<file path="src/rtl/strided_element_offset_top_defines.svh">
`ifndef STRIDED_ELEMENT_OFFSET_TOP_DEFINES_SVH
`define STRIDED_ELEMENT_OFFSET_TOP_DEFINES_SVH

// same-cycle implication, clocked on clk, off during reset
`define SEO_ASSERT(lbl, ante, cons) \
  lbl: assert property (@(posedge clk) disable iff (rst) (ante) |-> (cons)) \
    else $error("seo check failed");

// next-cycle implication, clocked on clk, off during reset
`define SEO_ASSERT_NEXT(lbl, ante, cons) \
  lbl: assert property (@(posedge clk) disable iff (rst) (ante) |=> (cons)) \
    else $error("seo check failed");

`endif

</file>
<file path="src/rtl/seo_pkg.sv">
package seo_pkg;

  localparam int MAX_DIMS        = 4;
  localparam int SHAPE_W         = 16;
  localparam int INDEX_W         = 32;
  localparam int OFFSET_W        = 41;
  localparam int BITS_PER_STAGE  = 4;
  localparam int DIV_STAGES      = INDEX_W / BITS_PER_STAGE;
  localparam int STAGES_PER_STEP = DIV_STAGES + 1;
  localparam int LAST_STAGE      = MAX_DIMS * STAGES_PER_STEP;

  // configuration register indexes
  typedef enum logic [1:0] {
    REG_DIM_COUNT    = 2'd0,
    REG_SHAPE_WORDS  = 2'd1,
    REG_STRIDE_WORDS = 2'd2
  } reg_index_t;

  typedef struct packed {
    logic                        valid;
    logic [INDEX_W-1:0]          quo;
    logic [SHAPE_W-1:0]          rem;
    logic signed [OFFSET_W-1:0]  acc;
  } pipe_t;

  // zero means one, above max saturates
  function automatic logic [2:0] dims_in_use(input logic [2:0] dc);
    logic [2:0] n;
    n = dc;
    if (n == 3'd0) n = 3'd1;
    if (n > 3'(MAX_DIMS)) n = 3'(MAX_DIMS);
    return n;
  endfunction

  // step j works on dimension n-1-j; steps past n divide by one
  function automatic logic [SHAPE_W-1:0] step_shape(input logic [63:0] shapes,
                                                    input logic [2:0] dc, input int j);
    logic [2:0]         n;
    logic [2:0]         d3;
    logic [SHAPE_W-1:0] s;
    n  = dims_in_use(dc);
    d3 = n - 3'(j) - 3'd1;
    s  = shapes[16*d3[1:0] +: 16];
    if (3'(j) >= n || s == '0) s = SHAPE_W'(1);
    return s;
  endfunction

  function automatic logic signed [SHAPE_W-1:0] step_stride(input logic [63:0] strides,
                                                            input logic [2:0] dc, input int j);
    logic [2:0] n;
    logic [2:0] d3;
    n  = dims_in_use(dc);
    d3 = n - 3'(j) - 3'd1;
    if (3'(j) >= n) return '0;
    return signed'(strides[16*d3[1:0] +: 16]);
  endfunction

endpackage

</file>
<file path="src/rtl/seo_div_stage.sv">
module seo_div_stage import seo_pkg::*; (
  input  logic               clk,
  input  logic               rst,
  input  logic               en,
  input  logic [SHAPE_W-1:0] divisor,
  input  pipe_t              din,
  output pipe_t              dout
);

  pipe_t dout_next;

  // restoring division, a few quotient bits per stage
  always_comb begin
    logic [SHAPE_W:0]   trial;
    logic [SHAPE_W-1:0] r;
    logic [INDEX_W-1:0] q;
    r = din.rem;
    q = din.quo;
    for (int i = 0; i < BITS_PER_STAGE; i++) begin
      trial = {r, q[INDEX_W-1]};
      q = {q[INDEX_W-2:0], 1'b0};
      if (trial >= {1'b0, divisor}) begin
        r = SHAPE_W'(trial - {1'b0, divisor});
        q[0] = 1'b1;
      end else begin
        r = trial[SHAPE_W-1:0];
      end
    end
    dout_next     = din;
    dout_next.quo = q;
    dout_next.rem = r;
  end

  always_ff @(posedge clk) begin
    if (rst) begin
      dout.valid <= 1'b0;
    end else if (en) begin
      dout <= dout_next;
    end
  end

endmodule

</file>
<file path="config.mk">
export PLATFORM = sky130hd
export DESIGN_NAME = seo_div_stage
export DESIGN_NICKNAME = d
export VERILOG_FILES = /design/src/rtl/strided_element_offset_top_defines.svh /design/src/rtl/seo_pkg.sv /design/src/rtl/seo_div_stage.sv
export SDC_FILE = /design/constraint.sdc
export NUM_CORES = 1
export LEC_CHECK = 0
export BUFFER_PORTS_ARGS = -buffer_cell sky130_fd_sc_hd__buf_2
export CORE_UTILIZATION = 28
export CTS_BUF_LIST = sky130_fd_sc_hd__clkbuf_2 sky130_fd_sc_hd__clkbuf_4 sky130_fd_sc_hd__clkbuf_8
export CTS_CLUSTER_SIZE = 8
export DETAILED_ROUTE_END_ITERATION = 8
export SLEW_MARGIN = 5
export SYNTH_ARGS = -nofsm -noshare
export SYNTH_HDL_FRONTEND = slang
export SYNTH_SLANG_ARGS = --single-unit
export TNS_END_PERCENT = 50
</file>
<file path="constraint.sdc">
create_clock -name clk -period 11 [get_ports clk]
set_clock_uncertainty 0.1 [all_clocks]
set_input_delay 1.1 -clock clk [delete_from_list [all_inputs] [get_ports clk]]
set_output_delay 1.1 -clock clk [all_outputs]
set_load 0.01 [all_outputs]
</file>
Yosys cells after proc, flatten, opt, wreduce, memory -nomap -nowiden:

Cells that the tools add are included.

* add/subtract/negate cells: 4
* multipliers: 0
* divide/modulo/power cells: 0
* magnitude comparators: 4
* eq/ne operators: 0
* shift operators: 0
* mux-type cells: 8
* bitwise gates (word level): 1
* reductions and logical operators: 1

Operator list (count)
* $ge 17x16->1: 4
* $mux 16: 4
* $sub 16x16->16: 4
* $mux 1: 4
* $reduce_and 2->1: 1
* $not 1->1: 1

* bits in registers: 90
* latch bits: 0
* RAM bits: 0
* memory bits (read-only): 0
* output and inout port bits: 90
* word-level logic and storage cells: 22
* memories: 0

Longest topological paths before layout:

Gate-level depths: netlist of the first run.

* word-level depth: 8
* mapped depth: 48
* mapped depth without buffers: 44

Least setup slack after synthesis of the first run:

Ideal clock, no wire load.

* path type: input -> register
* start: in divisor[6]
* end: reg dout[51] (netlist name) (data pin)
* library setup time: 0.261 ns
* arrival: 9.973 ns
* required time: 10.639 ns
* path slack: 0.666 ns
* stages on the path: 44
* cells stage by stage: inv_1 -> ha_1 -> buf_6 -> a211o_1 -> o221ai_2 -> a21oi_1 -> o211a_1 -> nor2_4 -> inv_2 -> buf_1 -> o21ai_0 -> inv_1 -> ha_1 -> and4_1 -> o21a_1 -> o21ai_0 -> a21oi_1 -> o21ai_0 -> [... 8 more ...] -> o2111a_1 -> nor3_1 -> and2_1 -> buf_6 -> buf_2 -> nand2_1 -> o21ai_0 -> ha_1 -> nor2b_4 -> o31ai_2 -> a21oi_2 -> a311oi_2 -> a21oi_2 -> o41ai_1 -> o2111ai_2 -> o21ai_4 -> inv_4 -> a221o_1

RTL lines
* start: declaration: RTL line seo_div_stage.sv:5 `input logic [SHAPE_W-1:0] divisor,`
* end signal: assignment: RTL line seo_div_stage.sv:38 `dout <= dout_next;`
* end: declaration: RTL line seo_div_stage.sv:7 `output pipe_t dout`

==> metrics, run 1 <==
WL/cell=~16 µm; max_slew headroom=0.4568; critical path fanouts, max=22; Slowest-stage cell, CP=o41ai_4; area of the multi-input gates=~0.0038 mm²; Worst EP arrival=between 10 and 15 ns; CTS tree=yes; Setup WS post-layout=a little over 0.7 ns; post-synth cell types=75; Die X=156.7 µm; TritonCTS buffer count=9; nets=about 1,100; via count=5,892; die height=roughly 160 µm; WHS Path Cells=2; Final Slew Violations=0; Cell Pwr Density=~290 mW/mm²; Crit. End Element=flip-flop; # DRC=0; max cap viols=0; FF-to-FF path depth=2; Iter 0 DRT Violations=approximately 400; core area=0.02347 mm²; WHS=~0.42 ns; prevailing post-synth register cell=edfxtp_1; final setup vio count=0; Vias/cell=a little under 5; post-route ant nets=0; full die area=~0.025 mm²; critical path type=in -> reg; clock sink total=90; CTS root buf=clkbuf_8; fmax=~100 MHz; antenna cell count=0; worst vdd ir=0.0001473 V; worst path required time=~11 ns; worst slew pin tran=0.8148 ns; row count=56; Hold Crit Class=reg -> reg; Yosys reg bits=90; worst skew pair latency=between 0.3 and 0.4 ns; maximum clock insertion buffer count=2; unrepaired setup endpoints after global routing=no; Reg clk slew, reported paths=0.09 ns; Initial Util=0.2853; Mean Syn Cell Area=between 10 and 15 µm²; htree depth=3; status=finished clean; CP Launch Type=input port; Most flops, register=dout; Final Util=0.3595; initial antenna violation count=0; WL final=a little under 20 mm; leakage=between 3 and 4 nW; cts hold-fix bufs=0; Hold Violations, Final=0; Ys Warns=0; RePlAce Congestion=between 0.8 and 0.9; Post-Syn Instances=around 650; asr flop ratio synth=0; first-pass GRT wire length=29.78 mm; overflow left after global routing=0; post-synthesis cell area=around 0.0067 mm²; Crit path largest cell delay=between 0.4 and 0.5 ns; share of post-route cells with drive strength above 1=0.3099; Period minus WS final=between 10 and 15 ns; Setup TNS=0 ns; hpwl dp=16.38 mm; Reg area=around 0.0027 mm²; fin crit share=0.9342; sequential area share after synthesis=0.4020; Total GRT Usage=0.1572; Post-Syn Nets=830; Area Growth Syn to Fin=25.99%; I/O pins=199; largest net degree at the start of global routing=between 60 and 70; dpl ws=-0.1672 ns; Top Registers=dout (90); DRT Pass-1 Iters=5; vias in the first global route=approximately 5,600; number of flops mapped to enable cells by yosys=approximately 90; Filler Cells Inserted=~2,400; max FFs per register=90; I/O Buffers=approximately 200
[cell usage in the layout, fill, tap and decap left out, drive strengths merged, types with 9 or more instances in the layout]
cell type / netlist / final
a21o: 20 / 20
a21oi: 56 / 56
buf: 7 / 220
clkbuf: 1 / 9
edfxtp: 89 / 89
ha: 64 / 64
inv: 55 / 58
mux2: 9 / 9
mux2i: 17 / 17
nand2: 36 / 36
nand3: 10 / 10
nor2: 54 / 54
nor2b: 10 / 10
nor3: 17 / 17
o211ai: 9 / 9
o21a: 14 / 14
o21ai: 36 / 36
xnor2: 28 / 28
xor2: 17 / 17
[worst max-delay path, delay by kind of cell]
kind,cells,cell delay (ns)
AOI/OAI and AO/OA,18,4.57
adders and majority gates,4,1.37
buffers and inverters,10,1.41
muxes,2,0.54
and+or+nand+nor,6,1.25
[worst paths after layout]
| kind | start | end | slack [ns] |
|---|---|---|---|
| setup / recovery | divisor[6] | dout[51] | 0.72 |
| hold / removal | dout[89] | dout[89] | 0.42 |
| setup reg to reg | dout[89] | dout[89] | 10.31 |
| hold reg to reg | dout[89] | dout[89] | 0.42 |
[where the power goes]
group | leakage (nW) | switching (mW) | internal (mW)
sequential | 0.844 | 0.0142 | 0.491
combinational | 2.87 | 0.955 | 0.763
clock | 0.0819 | 0.128 | 0.0859
total | 3.80 | 1.10 | 1.34
[cell families (layout without fill, tap and decap cells)]
kind of cell,after synthesis,count (layout),synth area share
compound gates,192,192,0.2038
simple gates,169,169,0.1244
flops,90,90,0.4020
fa+ha+maj,68,68,0.1315
buf+inv,63,291,0.03886
xor+xnor,45,45,0.05885
mux,26,26,0.04054
[per-stage QoR]
step | cells | instance area [µm²] | power, mW
3_3_place_gp | 1181 | 8199 | 2.136
2_1_floorplan | 653 | 6698 | 1.728
5_1_grt | 1200 | 8438 | 2.624
3_5_place_dp | 1181 | 8199 | 2.142
4_1_cts | 1197 | 8384 | 2.370
6_report | 1200 | 8438 | 2.437
[synthesized netlist by cell type, types with 5 or more instances]
cell type / number / area, µm²
nor2_1: 53 / 198.9
o21ai_0: 35 / 175.2
nor2b_1: 9 / 56.30
or3_1: 6 / 37.54
mux2_2: 9 / 101.4
nand2b_1: 8 / 50.05
a21oi_1: 52 / 260.3
a211o_1: 7 / 61.31
mux2i_1: 17 / 170.2
nor3_1: 17 / 85.08
xnor2_1: 28 / 245.2
o21a_1: 14 / 105.1
xor2_1: 17 / 148.9
nand2_1: 36 / 135.1
edfxtp_1: 89 / 2673
o211ai_1: 5 / 37.54
ha_1: 64 / 800.8
inv_1: 53 / 198.9
nand3_1: 10 / 50.05
a21o_1: 20 / 150.1
nand4_1: 7 / 43.79
[cell type report]
| type | instances | area share |
|---|---|---|
| multi-input cells | 500 | 0.4484 |
| flip-flops and latches | 90 | 0.3191 |
| repair buffers | 220 | 0.1385 |
| well taps | 319 | 0.04730 |
| inverters | 55 | 0.02476 |
| clock buffers | 9 | 0.01468 |
| clock inverters | 7 | 0.007266 |
[repair_timing]
action / 4_1_cts / 5_1_grt
endpoints found under the setup margin: 0 / 17
endpoints found under the hold margin: 0 / 0
setup buffers: 0 / 3
resized for setup: 0 / 5
[routing by layer]
metal | global-route usage | up-vias | part of all wire
li1 | - | 2895 | -
met4 | 0.04248 | 0 | 0.016
met3 | 0.03102 | 22 | 0.072
met1 | 0.2008 | 2739 | 0.45
met2 | 0.2683 | 236 | 0.46
met5 | 0 | - | 0
Power figures use the tool's default switching activity.
==> run 2: changes to the inputs <==
--- a/config.mk
+++ b/config.mk
@@ -6,10 +6,12 @@
 export NUM_CORES = 1
 export LEC_CHECK = 0
 export BUFFER_PORTS_ARGS = -buffer_cell sky130_fd_sc_hd__buf_2
+export CORE_MARGIN = 5
 export CORE_UTILIZATION = 28
 export CTS_BUF_LIST = sky130_fd_sc_hd__clkbuf_2 sky130_fd_sc_hd__clkbuf_4 sky130_fd_sc_hd__clkbuf_8
 export CTS_CLUSTER_SIZE = 8
 export DETAILED_ROUTE_END_ITERATION = 8
+export SKIP_LAST_GASP = 1
 export SLEW_MARGIN = 5
 export SYNTH_ARGS = -nofsm -noshare
 export SYNTH_HDL_FRONTEND = slang
==> run 2 against run 1 <==
Net effect:
- critical path depth rose by 1
- sequential power hardly changed
- power down 2.0%
- die area grew 10%
- maximum frequency rose by 0.38%
- core utilization down 0.40 points
- final cell count decreased by 0.42%
- largest cell class unchanged
- first-iteration DRC count shrank 1.5%
- via count is essentially flat
==> metrics, run 2 (same netlist as run 1, synthesis figures left out) <==
status=finished clean; most frequent CP cell=ha_1; clock sink total=90; Iter 0 DRT Violations=between 300 and 400; WHS=~0.4 ns; leakage=about 3.8 nW; Slowest-stage cell, CP=a211o_1; TritonCTS buffer count=9; Hold Crit Class=reg -> reg; initial antenna violation count=0; antenna cell count=0; commonest non-fill, non-tap cell in the layout=buf_2; Total Power=2.389 mW; dpl ws=~0.085 ns; post-route insts no fill=~1,200; maximum clock insertion buffer count=2; Final Util=0.3555; Placed Cells=roughly 1,200; WL final=between 20 and 25 mm; CP Launch Type=input port; share of post-route cells with drive strength above 1=0.3059; vias in the first global route=between 5,000 and 6,000; post-route cell area=0.008369 mm²; via count=just under 6,000; Final Slew Violations=0; max FFs per register=90; Crit. End Element=flip-flop; full die area=0.02711 mm²; unrepaired setup endpoints after global routing=no; first-pass GRT wire length=about 30 mm; Die X=about 160 µm; worst slew pin tran=~1.0 ns; core area=around 0.024 mm²; Initial Util=0.2845; nets=~1,000; cts hold-fix bufs=0; Setup WS post-layout=0.7623 ns; worst vdd ir=0.0001668 V; I/O pins=between 150 and 200; fin crit share=0.9307; Vias/cell=4.928; final setup vio count=0; Area Growth Syn to Fin=24.96%; commonest cells after routing, fill and taps aside=buf_2 (198), edfxtp_1 (89), ha_1 (64); DRT Pass-1 Iters=5; row count=between 50 and 60; largest net degree at the start of global routing=82; Worst EP arrival=10.23 ns; Setup TNS=0 ns; I/O Buffers=~200; die height=between 150 and 200 µm; max cap viols=0; critical path type=in -> reg; worst path required time=11.00 ns; max_slew headroom=0.3114; worst skew pair latency=about 0.35 ns; CTS root buf=clkbuf_8; Crit path largest cell delay=roughly 0.37 ns; htree depth=3; # DRC=0; hpwl dp=16.80 mm; post-route ant nets=0; Total GRT Usage=0.1414; Period minus WS final=~10 ns; overflow left after global routing=0; WL/cell=between 15 and 20 µm; Most flops, register=dout; Reg clk slew, reported paths=0.09 ns; Hold Violations, Final=0; placed cell area=~0.0082 mm²; critical path fanouts, max=22; Cell Pwr Density=about 290 mW/mm²; CTS tree=yes; Top Registers=dout (90); fmax=slightly below 100 MHz; RePlAce Congestion=approximately 0.88
run 2: final timing paths:
check              from        to  slack (ns)  depth (start not counted)
max          divisor[6]  dout[51]        0.76                         41
min            dout[89]  dout[89]        0.41                          2
max reg2reg    dout[89]  dout[89]       10.32                          2
min reg2reg    dout[89]  dout[89]        0.41                          2
run 2: layout make-up:
type                    instances  area [µm²]
fillers                      2427       15170
multi-input cells             500        3764
flip-flops and latches         90        2693
repair buffers                216        1139
well taps                     319       399.1
inverters                      55       209.0
clock buffers                   9       123.9
clock inverters                 6       42.54
run 2: per-layer routing:
metal	routed length, µm	track usage	share of wire
met5	0	0	0
met4	235	0.03138	0.012
met1	9047	0.1861	0.45
met2	9097	0.2391	0.45
met3	1747	0.02995	0.087
run 2: power by group:
part           internal [mW]  switching (mW)
registers              0.491          0.0163
clock network         0.0818           0.119
logic                  0.745           0.935
total                   1.32            1.07
run 2: repair_timing:
item | 4_1_cts | 5_1_grt
buffers inserted | 0 | 1
resized for setup | 0 | 7
setup endpoints to repair | 0 | 17
run 2: worst max-delay path, delay by kind of cell:
family          cells  cell delay, ns
compound gates     20            5.00
simple gates        8            1.43
fa+ha+maj           4            1.36
buf+inv             8            1.10
mux                 1            0.23
